### src/sv/gtl_pkg.sv
// gtl_pkg: types and constants shared by the grid tile layout block.
// No dependencies.
package gtl_pkg;

    localparam int CNT_W       = 9;
    localparam int COORD_W     = 16;
    localparam int BORD_W      = 10;
    localparam int SLOT_W      = 8;
    localparam int SQ_W        = CNT_W + 2;
    localparam int PROD_W      = COORD_W + CNT_W;
    localparam int DIV_STEPS   = COORD_W;
    localparam int STEP_W      = $clog2(DIV_STEPS);
    localparam int CFG_ADDR_W  = 2;
    localparam int IN_TDATA_W  = 24;
    localparam int OUT_TDATA_W = 80;

    localparam logic [CNT_W-1:0] CNT_MAX = '1;

    localparam logic [CFG_ADDR_W-1:0] REG_AREA_X      = 2'd0;
    localparam logic [CFG_ADDR_W-1:0] REG_AREA_Y      = 2'd1;
    localparam logic [CFG_ADDR_W-1:0] REG_AREA_WIDTH  = 2'd2;
    localparam logic [CFG_ADDR_W-1:0] REG_AREA_HEIGHT = 2'd3;

    localparam logic ACT_START = 1'b0;
    localparam logic ACT_PLACE = 1'b1;

    typedef enum logic [7:0] {
        S_IDLE  = 8'b00000001,
        S_ROOT  = 8'b00000010,
        S_COLS  = 8'b00000100,
        S_LOAD  = 8'b00001000,
        S_DIV   = 8'b00010000,
        S_FIX   = 8'b00100000,
        S_ROWS  = 8'b01000000,
        S_PLACE = 8'b10000000
    } state_t;

    // divider operand select
    typedef enum logic [1:0] {
        SEL_ROWS  = 2'd0,
        SEL_WIDTH = 2'd1,
        SEL_MAIN  = 2'd2,
        SEL_OTHER = 2'd3
    } div_sel_t;

endpackage

### src/sv/grid_tile_layout.sv
// grid_tile_layout: grid tiling sequencer with a shared divider and multiplier.
// Depends on gtl_pkg.
//
// channel | dir | handshake        | content
// cfg     | in  | cfg_we           | cfg_addr register index, cfg_data value
// s       | in  | s_tvalid/tready  | tuser action; tdata count, border, needs_layout
// m       | out | m_tvalid/tready  | tdata rectangle, slot index, overflow flag
//
// Start transaction: the root stepper finds isqrt(n) (n = window count), the column count
// is set, then the 16-step restoring divider makes up to four passes, with a row search
// after the first; a pass whose divisor is zero is skipped, and a zero count stays idle.
// Place transaction: a result is given from S_PLACE when needs_layout is set, else none.
// Reset clears the control and layout registers; s_tready is high only while idle.
// A result held by m_tready low stalls the next result-giving place in S_PLACE.
module grid_tile_layout #(
    parameter int MAX_WINDOWS = 256
) (
    input  logic                                clk,
    input  logic                                rst_n,
    input  logic                                cfg_we,
    input  logic [gtl_pkg::CFG_ADDR_W-1:0]      cfg_addr,
    input  logic [gtl_pkg::COORD_W-1:0]         cfg_data,
    input  logic                                s_tvalid,
    output logic                                s_tready,
    // [8:0] window_count, [18:9] border, [19] needs_layout, [23:20] zero
    input  logic [gtl_pkg::IN_TDATA_W-1:0]      s_tdata,
    // [0] action
    input  logic                                s_tuser,
    output logic                                m_tvalid,
    input  logic                                m_tready,
    // [15:0] pos_x, [31:16] pos_y, [47:32] win_width, [63:48] win_height,
    // [71:64] slot_index, [72] overflow, [79:73] zero
    output logic [gtl_pkg::OUT_TDATA_W-1:0]     m_tdata
);
    import gtl_pkg::*;

    localparam logic [31:0] MAX_LIM = 32'(MAX_WINDOWS);

    state_t                 state_reg, state_next;
    div_sel_t               sel_reg, sel_next;
    logic [COORD_W-1:0]     ax_reg, ax_next, ay_reg, ay_next;
    logic [COORD_W-1:0]     aw_reg, aw_next, ah_reg, ah_next;
    logic [CNT_W-1:0]       total_reg, total_next, c_reg, c_next, r_reg, r_next;
    logic [SQ_W-1:0]        sq_reg, sq_next;
    logic [CNT_W-1:0]       other_reg, other_next, main_reg, main_next;
    logic [COORD_W-1:0]     fw_reg, fw_next, lw_reg, lw_next;
    logic [COORD_W-1:0]     h_reg [4];
    logic [COORD_W-1:0]     h_next [4];
    logic [CNT_W-1:0]       placed_reg, placed_next, row_reg, row_next, col_reg, col_next;
    logic [COORD_W-1:0]     cx_reg, cx_next, cy_reg, cy_next;
    logic                   out_valid_reg, out_valid_next;

    logic [BORD_W-1:0]      border_reg, border_next;
    logic [CNT_W-1:0]       rem_reg, rem_next, dsr_reg, dsr_next;
    logic [COORD_W-1:0]     dvd_reg, dvd_next;
    logic [STEP_W-1:0]      cnt_reg, cnt_next;
    logic [COORD_W-1:0]     ox_reg, ox_next, oy_reg, oy_next;
    logic [COORD_W-1:0]     ow_reg, ow_next, oh_reg, oh_next;
    logic [SLOT_W-1:0]      oslot_reg, oslot_next;
    logic                   oovf_reg, oovf_next;

    logic [COORD_W-1:0]     mul_a;
    logic [CNT_W-1:0]       mul_b;
    logic [PROD_W-1:0]      prod;

    always_comb
    begin
        mul_a = '0;
        mul_b = '0;
        case (state_reg)
            S_COLS:
            begin
                mul_a = COORD_W'(r_reg);
                mul_b = r_reg + 1'b1;
            end
            S_ROWS:
            begin
                mul_a = COORD_W'(other_reg);
                mul_b = c_reg - 1'b1;
            end
            S_FIX:
            begin
                mul_a = dvd_reg;
                mul_b = dsr_reg - 1'b1;
            end
            default:
            begin
                mul_a = '0;
                mul_b = '0;
            end
        endcase
        prod = PROD_W'(mul_a) * PROD_W'(mul_b);
    end

    always_comb
    begin
        logic [CNT_W-1:0]   cnt_in;
        logic [CNT_W-1:0]   n_sat;
        logic [CNT_W:0]     shift;
        logic               qbit;
        logic [CNT_W-1:0]   main_c;
        logic [CNT_W-1:0]   row_eff;
        logic [COORD_W-1:0] cx_eff, cy_eff, wsel, hgt;
        logic [1:0]         hsel;
        logic               later;
        logic [BORD_W:0]    dbl;

        state_next     = state_reg;
        sel_next       = sel_reg;
        ax_next        = ax_reg;
        ay_next        = ay_reg;
        aw_next        = aw_reg;
        ah_next        = ah_reg;
        total_next     = total_reg;
        c_next         = c_reg;
        r_next         = r_reg;
        sq_next        = sq_reg;
        other_next     = other_reg;
        main_next      = main_reg;
        fw_next        = fw_reg;
        lw_next        = lw_reg;
        h_next         = h_reg;
        placed_next    = placed_reg;
        row_next       = row_reg;
        col_next       = col_reg;
        cx_next        = cx_reg;
        cy_next        = cy_reg;
        out_valid_next = out_valid_reg && !m_tready;
        border_next    = border_reg;
        rem_next       = rem_reg;
        dsr_next       = dsr_reg;
        dvd_next       = dvd_reg;
        cnt_next       = cnt_reg;
        ox_next        = ox_reg;
        oy_next        = oy_reg;
        ow_next        = ow_reg;
        oh_next        = oh_reg;
        oslot_next     = oslot_reg;
        oovf_next      = oovf_reg;

        cnt_in  = s_tdata[CNT_W-1:0];
        n_sat   = (32'(cnt_in) > MAX_LIM) ? CNT_W'(MAX_LIM) : cnt_in;
        shift   = {rem_reg, dvd_reg[COORD_W-1]};
        qbit    = (shift >= {1'b0, dsr_reg});
        main_c  = (prod <= PROD_W'(total_reg)) ? (total_reg - prod[CNT_W-1:0]) : '0;
        row_eff = row_reg;
        cx_eff  = cx_reg;
        cy_eff  = cy_reg;
        later   = (placed_reg >= main_reg);
        wsel    = later ? lw_reg : fw_reg;
        if (later && (col_reg == '0 || row_reg >= other_reg))
        begin
            cx_eff  = cx_reg + ((col_reg == '0) ? fw_reg : lw_reg);
            cy_eff  = ay_reg;
            row_eff = '0;
        end
        hsel = {later, row_eff != '0};
        hgt  = h_reg[hsel];
        dbl  = {border_reg, 1'b0};

        if (cfg_we)
        begin
            case (cfg_addr)
                REG_AREA_X:      ax_next = cfg_data;
                REG_AREA_Y:      ay_next = cfg_data;
                REG_AREA_WIDTH:  aw_next = cfg_data;
                REG_AREA_HEIGHT: ah_next = cfg_data;
                default:         ax_next = ax_reg;
            endcase
        end

        case (state_reg)
            S_IDLE:
            begin
                if (s_tvalid)
                begin
                    if (s_tuser == ACT_START)
                    begin
                        total_next  = n_sat;
                        placed_next = '0;
                        row_next    = '0;
                        col_next    = '0;
                        cx_next     = ax_reg;
                        cy_next     = ay_reg;
                        if (n_sat == '0)
                        begin
                            c_next     = '0;
                            main_next  = '0;
                            other_next = '0;
                            fw_next    = '0;
                            lw_next    = '0;
                            h_next     = '{default: '0};
                        end
                        else
                        begin
                            r_next     = '0;
                            sq_next    = SQ_W'(1);
                            state_next = S_ROOT;
                        end
                    end
                    else if (s_tdata[CNT_W+BORD_W])
                    begin
                        border_next = s_tdata[CNT_W+BORD_W-1:CNT_W];
                        state_next  = S_PLACE;
                    end
                end
            end
            S_ROOT:
            begin
                if (sq_reg <= SQ_W'(total_reg))
                begin
                    r_next  = r_reg + 1'b1;
                    sq_next = sq_reg + SQ_W'({r_reg, 1'b0}) + SQ_W'(3);
                end
                else
                begin
                    state_next = S_COLS;
                end
            end
            S_COLS:
            begin
                c_next     = (prod <= PROD_W'(total_reg)) ? (r_reg + 1'b1) : r_reg;
                sel_next   = SEL_ROWS;
                state_next = S_LOAD;
            end
            S_LOAD:
            begin
                rem_next   = '0;
                cnt_next   = '0;
                state_next = S_DIV;
                case (sel_reg)
                    SEL_ROWS:
                    begin
                        dvd_next = COORD_W'(total_reg);
                        dsr_next = c_reg;
                    end
                    SEL_WIDTH:
                    begin
                        dvd_next = aw_reg;
                        dsr_next = c_reg;
                    end
                    SEL_MAIN:
                    begin
                        dvd_next = ah_reg;
                        dsr_next = main_reg;
                        if (main_reg == '0)
                        begin
                            h_next[0]  = '0;
                            h_next[1]  = '0;
                            sel_next   = SEL_OTHER;
                            state_next = S_LOAD;
                        end
                    end
                    default:
                    begin
                        dvd_next = ah_reg;
                        dsr_next = other_reg;
                        if (other_reg == '0)
                        begin
                            h_next[2]  = '0;
                            h_next[3]  = '0;
                            state_next = S_IDLE;
                        end
                    end
                endcase
            end
            S_DIV:
            begin
                rem_next = qbit ? CNT_W'(shift - {1'b0, dsr_reg}) : shift[CNT_W-1:0];
                dvd_next = {dvd_reg[COORD_W-2:0], qbit};
                cnt_next = cnt_reg + 1'b1;
                if (cnt_reg == STEP_W'(DIV_STEPS - 1))
                    state_next = S_FIX;
            end
            S_FIX:
            begin
                case (sel_reg)
                    SEL_ROWS:
                    begin
                        other_next = dvd_reg[CNT_W-1:0];
                        state_next = S_ROWS;
                    end
                    SEL_WIDTH:
                    begin
                        lw_next    = dvd_reg;
                        fw_next    = aw_reg - prod[COORD_W-1:0];
                        sel_next   = SEL_MAIN;
                        state_next = S_LOAD;
                    end
                    SEL_MAIN:
                    begin
                        h_next[1]  = dvd_reg;
                        h_next[0]  = ah_reg - prod[COORD_W-1:0];
                        sel_next   = SEL_OTHER;
                        state_next = S_LOAD;
                    end
                    default:
                    begin
                        h_next[3]  = dvd_reg;
                        h_next[2]  = ah_reg - prod[COORD_W-1:0];
                        state_next = S_IDLE;
                    end
                endcase
            end
            S_ROWS:
            begin
                if (main_c <= other_reg)
                begin
                    main_next  = main_c;
                    sel_next   = SEL_WIDTH;
                    state_next = S_LOAD;
                end
                else
                begin
                    other_next = other_reg + 1'b1;
                end
            end
            S_PLACE:
            begin
                // wait for a free output register
                if (!out_valid_reg || m_tready)
                begin
                    out_valid_next = 1'b1;
                    oslot_next     = placed_reg[SLOT_W-1:0];
                    if (placed_reg != CNT_MAX)
                        placed_next = placed_reg + 1'b1;
                    if (placed_reg >= total_reg)
                    begin
                        ox_next   = '0;
                        oy_next   = '0;
                        ow_next   = '0;
                        oh_next   = '0;
                        oovf_next = 1'b1;
                    end
                    else
                    begin
                        oovf_next = 1'b0;
                        ox_next   = cx_eff;
                        oy_next   = cy_eff;
                        ow_next   = (wsel > COORD_W'(dbl)) ? (wsel - COORD_W'(dbl)) : '0;
                        oh_next   = (hgt > COORD_W'(dbl)) ? (hgt - COORD_W'(dbl)) : '0;
                        cx_next   = cx_eff;
                        cy_next   = cy_eff + hgt;
                        row_next  = (row_eff != CNT_MAX) ? (row_eff + 1'b1) : row_eff;
                        if (later && (col_reg == '0 || row_reg >= other_reg)
                            && col_reg != CNT_MAX)
                            col_next = col_reg + 1'b1;
                    end
                    state_next = S_IDLE;
                end
            end
            default:
            begin
                state_next = S_IDLE;
            end
        endcase
    end

    always_ff @(posedge clk or negedge rst_n)
    begin
        if (!rst_n)
        begin
            state_reg     <= S_IDLE;
            sel_reg       <= SEL_ROWS;
            ax_reg        <= '0;
            ay_reg        <= '0;
            aw_reg        <= '0;
            ah_reg        <= '0;
            total_reg     <= '0;
            c_reg         <= '0;
            r_reg         <= '0;
            sq_reg        <= '0;
            other_reg     <= '0;
            main_reg      <= '0;
            fw_reg        <= '0;
            lw_reg        <= '0;
            h_reg         <= '{default: '0};
            placed_reg    <= '0;
            row_reg       <= '0;
            col_reg       <= '0;
            cx_reg        <= '0;
            cy_reg        <= '0;
            out_valid_reg <= 1'b0;
        end
        else
        begin
            state_reg     <= state_next;
            sel_reg       <= sel_next;
            ax_reg        <= ax_next;
            ay_reg        <= ay_next;
            aw_reg        <= aw_next;
            ah_reg        <= ah_next;
            total_reg     <= total_next;
            c_reg         <= c_next;
            r_reg         <= r_next;
            sq_reg        <= sq_next;
            other_reg     <= other_next;
            main_reg      <= main_next;
            fw_reg        <= fw_next;
            lw_reg        <= lw_next;
            h_reg         <= h_next;
            placed_reg    <= placed_next;
            row_reg       <= row_next;
            col_reg       <= col_next;
            cx_reg        <= cx_next;
            cy_reg        <= cy_next;
            out_valid_reg <= out_valid_next;
        end
    end

    always_ff @(posedge clk)
    begin
        border_reg <= border_next;
        rem_reg    <= rem_next;
        dsr_reg    <= dsr_next;
        dvd_reg    <= dvd_next;
        cnt_reg    <= cnt_next;
        ox_reg     <= ox_next;
        oy_reg     <= oy_next;
        ow_reg     <= ow_next;
        oh_reg     <= oh_next;
        oslot_reg  <= oslot_next;
        oovf_reg   <= oovf_next;
    end

    assign s_tready = (state_reg == S_IDLE);
    assign m_tvalid = out_valid_reg;
    assign m_tdata  = {7'b0, oovf_reg, oslot_reg, oh_reg, ow_reg, oy_reg, ox_reg};

    a_rem_below_divisor: assert property (@(posedge clk) disable iff (!rst_n)
        (state_reg == S_DIV) |-> (rem_reg < dsr_reg))
        else $error("divider remainder not below divisor");

    a_cols_nonzero: assert property (@(posedge clk) disable iff (!rst_n)
        (state_reg == S_ROWS) |-> (c_reg != '0))
        else $error("row search with zero columns");

    a_start_enters_root: assert property (@(posedge clk) disable iff (!rst_n)
        (s_tvalid && s_tready && s_tuser == ACT_START && s_tdata[CNT_W-1:0] != '0)
        |=> (state_reg == S_ROOT))
        else $error("start transaction did not begin the root search");

    a_out_hold: assert property (@(posedge clk) disable iff (!rst_n)
        (m_tvalid && !m_tready) |=> (m_tvalid && $stable(m_tdata)))
        else $error("result changed while stalled");

endmodule
### config.mk
export PLATFORM = sky130hd
export DESIGN_NAME = grid_tile_layout
export DESIGN_NICKNAME = d
export VERILOG_FILES = /design/src/sv/gtl_pkg.sv /design/src/sv/grid_tile_layout.sv
export SDC_FILE = /design/constraint.sdc
export NUM_CORES = 1
export LEC_CHECK = 0
export BUFFER_PORTS_ARGS = -buffer_cell sky130_fd_sc_hd__clkbuf_2
export CAP_MARGIN = 20
export CORE_MARGIN = 4
export CORE_UTILIZATION = 60
export CTS_CLUSTER_SIZE = 16
export DETAILED_ROUTE_END_ITERATION = 8
export PLACE_DENSITY = 0.83
export SYNTH_ARGS = -nofsm -noshare
export SYNTH_HDL_FRONTEND = slang
export SYNTH_SLANG_ARGS = --single-unit
export TNS_END_PERCENT = 1
### constraint.sdc
create_clock -name clk -period 16.1 [get_ports clk]
set_clock_uncertainty 0.15 [all_clocks]
set_input_delay 3.22 -clock clk [delete_from_list [all_inputs] [get_ports clk]]
set_output_delay 3.22 -clock clk [all_outputs]
set_load 0.01 [all_outputs]
==> impl_metrics.env <==
export IMPL_fin_crit_sh=0.769
export IMPL_h_tree_depth=2
export IMPL_comb_power_share=0.417
export IMPL_p_leak_nw=14.5
export IMPL_num_rows=80
export IMPL_clock_sinks=407
export IMPL_grt_pass1_vias=24624
export IMPL_clk_latency_ns=0.60
export IMPL_pwr_share_clk=0.257
export IMPL_tightest_slew_ns=1.11
export IMPL_routedWlPerCell_um=22.9
export IMPL_r2r_cells=42
export IMPL_die_w_um=229
export IMPL_instances_no_fill=3907
export IMPL_postCtsSetupBuffers=0
export IMPL_crit_required_ns=16.44
export IMPL_p_int_w=0.00258
export IMPL_cts_tree="yes"
export IMPL_placed_cells=3818
export IMPL_grtUsageTotal=0.334
export IMPL_critPathCaptureType="flop"
export IMPL_synth_ff_type="dfrtp_1"
export IMPL_cpPeakStageDelay_ns=0.59
export IMPL_fin_crit_ns=12.37
export IMPL_swShare=0.398
export IMPL_worstPathArrival_ns=12.71
export IMPL_ios=130
export IMPL_gp_congestion=1.00
export IMPL_antenna_found_initial=6
export IMPL_setup_viol=0
export IMPL_port_buffers=118
export IMPL_syn_inst=3173
export IMPL_cp_startpoint="state_reg[2]$_DFFE_PN0P_"
export IMPL_fp_coreArea_um2=47900
export IMPL_start_util=0.610
export IMPL_p_sw_w=0.00171
export IMPL_power_density_nw_per_um2=134
export IMPL_fp_dieArea_um2=52300
export IMPL_power_frac_seq=0.326
export IMPL_wl_um=89400
export IMPL_cts_root_buf="clkbuf_16"
export IMPL_maxSlewViolCount=0
export IMPL_dp_hpwl_um=67400
export IMPL_grt_overflow=0
export IMPL_rsz0062_at_grt="no"
export IMPL_hold_violations=0
export IMPL_drt_iter0_markers=3023
export IMPL_hold_path_class="reg2reg"
export IMPL_grt_start_max_net_pins=86
export IMPL_worst_path_max_fanout=63
export IMPL_largest_reg_flops=64
export IMPL_cts_hold_buf=0
export IMPL_cts_resized=0
export IMPL_syn2layout_area_growth_pct=9.60
export IMPL_crit_end="other_reg[5]$_DFFE_PN0P_"
export IMPL_status="completed"
export IMPL_final_layout_size_suffix_gt1_frac=0.110
export IMPL_layout_commonest_cell="nand2_1"
export IMPL_synth_seq_cells=407
export IMPL_clk_pin_slew_ns=0.06
export IMPL_synth_edf_count=121
export IMPL_worstSetupPathType="reg2reg"
export IMPL_cts_made_buffers=46
export IMPL_rr_startpoint="state_reg[2]$_DFFE_PN0P_"
export IMPL_clk_path_buf_depth=3
export IMPL_irDropWorstVdd_uv=109
export IMPL_final_cell_mix="444 x nand2_1, 290 x nor2_1, 285 x dfrtp_1, 254 x inv_1, 231 x ha_1"
export IMPL_synth_area_um2=29200
export IMPL_synth_warnings=0
export IMPL_die_y_um=229
export IMPL_drcViolationCount=0
export IMPL_viasPerCell=6.41
export IMPL_worst_setup_path_start_kind="flop"
export IMPL_rrSetupSlack_ns=3.73
export IMPL_async_flop_share=0.703
export IMPL_slew_headroom=0.256
export IMPL_maxCapViolCount=0
export IMPL_synth_yosys_seq_area_share=0.369
export IMPL_fmax_mhz=80.8
export IMPL_timing_rr_end="other_reg[5]$_DFFE_PN0P_"
export IMPL_vias=25053
export IMPL_drt_pass1_iter_count=9
export IMPL_finalSetupTns_ns=0
export IMPL_ant_nets=0
export IMPL_grt_pass1_wl_um=139000
export IMPL_fin_hold_ws_ns=0.329
export IMPL_critPathMostFrequentCell="o21ai_0"
export IMPL_fin_nets=3641
export IMPL_synth_avg_cell_area_um2=9.22
export IMPL_synth_cell_types=84
export IMPL_cpMaxStageDelayCell="a2111oi_0"
power by group through the flow:
stage | logic [W] | registers (W) | clock network [W]
6_report | 0.00179 | 0.00140 | 0.00110
5_1_grt | 0.00197 | 0.00141 | 0.00115
4_1_cts | 0.00175 | 0.00139 | 0.00110
3_5_place_dp | 0.00173 | 0.00141 | 0
3_3_place_gp | 0.00167 | 0.00140 | 0
2_1_floorplan | 0.00128 | 0.00136 | 0
per-stage QoR:
stage	utilization	power, W	cell area, µm²	worst slack (ns)
2_1_floorplan	-	0.00264	29300	5.67
3_3_place_gp	0.635	0.00307	30400	4.23
3_5_place_dp	0.635	0.00314	30400	4.00
4_1_cts	0.668	0.00425	32000	3.96
5_1_grt	0.668	0.00452	32000	3.12
6_report	0.668	0.00429	32000	3.73
critical path, delay by kind of cell, from the launching register on:
family	cells	cell delay, ns
xor+xnor	1	0.19
compound gates	14	3.62
flops	1	0.46
buf+inv	6	1.14
simple gates	15	3.80
fa+ha+maj	6	2.80
kinds of logic (layout without fill, tap and decap cells):
| logic type | Yosys count | after routing | synth area share |
|---|---|---|---|
| compound gates | 662 | 662 | 0.149 |
| xor+xnor | 133 | 133 | 0.0401 |
| fa+ha+maj | 339 | 339 | 0.173 |
| buf+inv | 381 | 493 | 0.0502 |
| flops | 407 | 407 | 0.369 |
| mux | 111 | 111 | 0.0415 |
| other cells | 1 | 8 | 0.000128 |
| simple gates | 1139 | 1139 | 0.177 |
cells in the mapped netlist, drive strengths merged, types with 31 or more instances:
master	number	area, µm²
and3	31	194
mux2	81	912
nor2	294	1100
dfrtp	285	7130
inv	255	957
clkbuf	101	379
ha	231	2890
nor2b	48	308
a22oi	42	315
a21o	42	315
o21ai	206	1030
fa	108	2160
nand3	110	551
nor3	61	310
a21oi	114	571
xnor2	76	673
xor2	57	499
edfxtp	121	3630
nand2	445	1680
metal layers:
metal / up-vias / routed length (µm) / GRT usage
met4: 4 / 5750 / 0.188
met5: - / 30 / 0
met3: 318 / 8610 / 0.0591
li1: 11233 / - / -
met2: 1428 / 40400 / 0.522
met1: 12070 / 34700 / 0.443
worst min path at each step:
stage	startpoint	endpoint	slack [ns]	cells past startpoint
6_report	h_reg[62]$_DFFE_PN0P_	h_reg[62]$_DFFE_PN0P_	0.33	2
5_1_grt	h_reg[26]$_DFFE_PN0P_	h_reg[26]$_DFFE_PN0P_	0.35	2
4_1_cts	h_reg[62]$_DFFE_PN0P_	h_reg[62]$_DFFE_PN0P_	0.33	2
3_5_place_dp	h_reg[62]$_DFFE_PN0P_	h_reg[62]$_DFFE_PN0P_	0.32	2
3_3_place_gp	cy_reg[0]$_DFFE_PN0P_	cy_reg[0]$_DFFE_PN0P_	0.30	2
2_1_floorplan	cy_reg[0]$_DFFE_PN0P_	cy_reg[0]$_DFFE_PN0P_	0.29	2
final cells by class:
| cell class | count | area, µm² |
|---|---|---|
| diodes | 1 | 2.50 |
| clock buffers | 64 | 1310 |
| clock inverters | 21 | 263 |
| fillers | 3666 | 15900 |
| inverters | 255 | 957 |
| multi-input cells | 2391 | 17100 |
| flip-flops and latches | 407 | 10800 |
| well taps | 615 | 769 |
| repair buffers | 153 | 875 |
No activity file was read; power rests on OpenSTA's default activity.
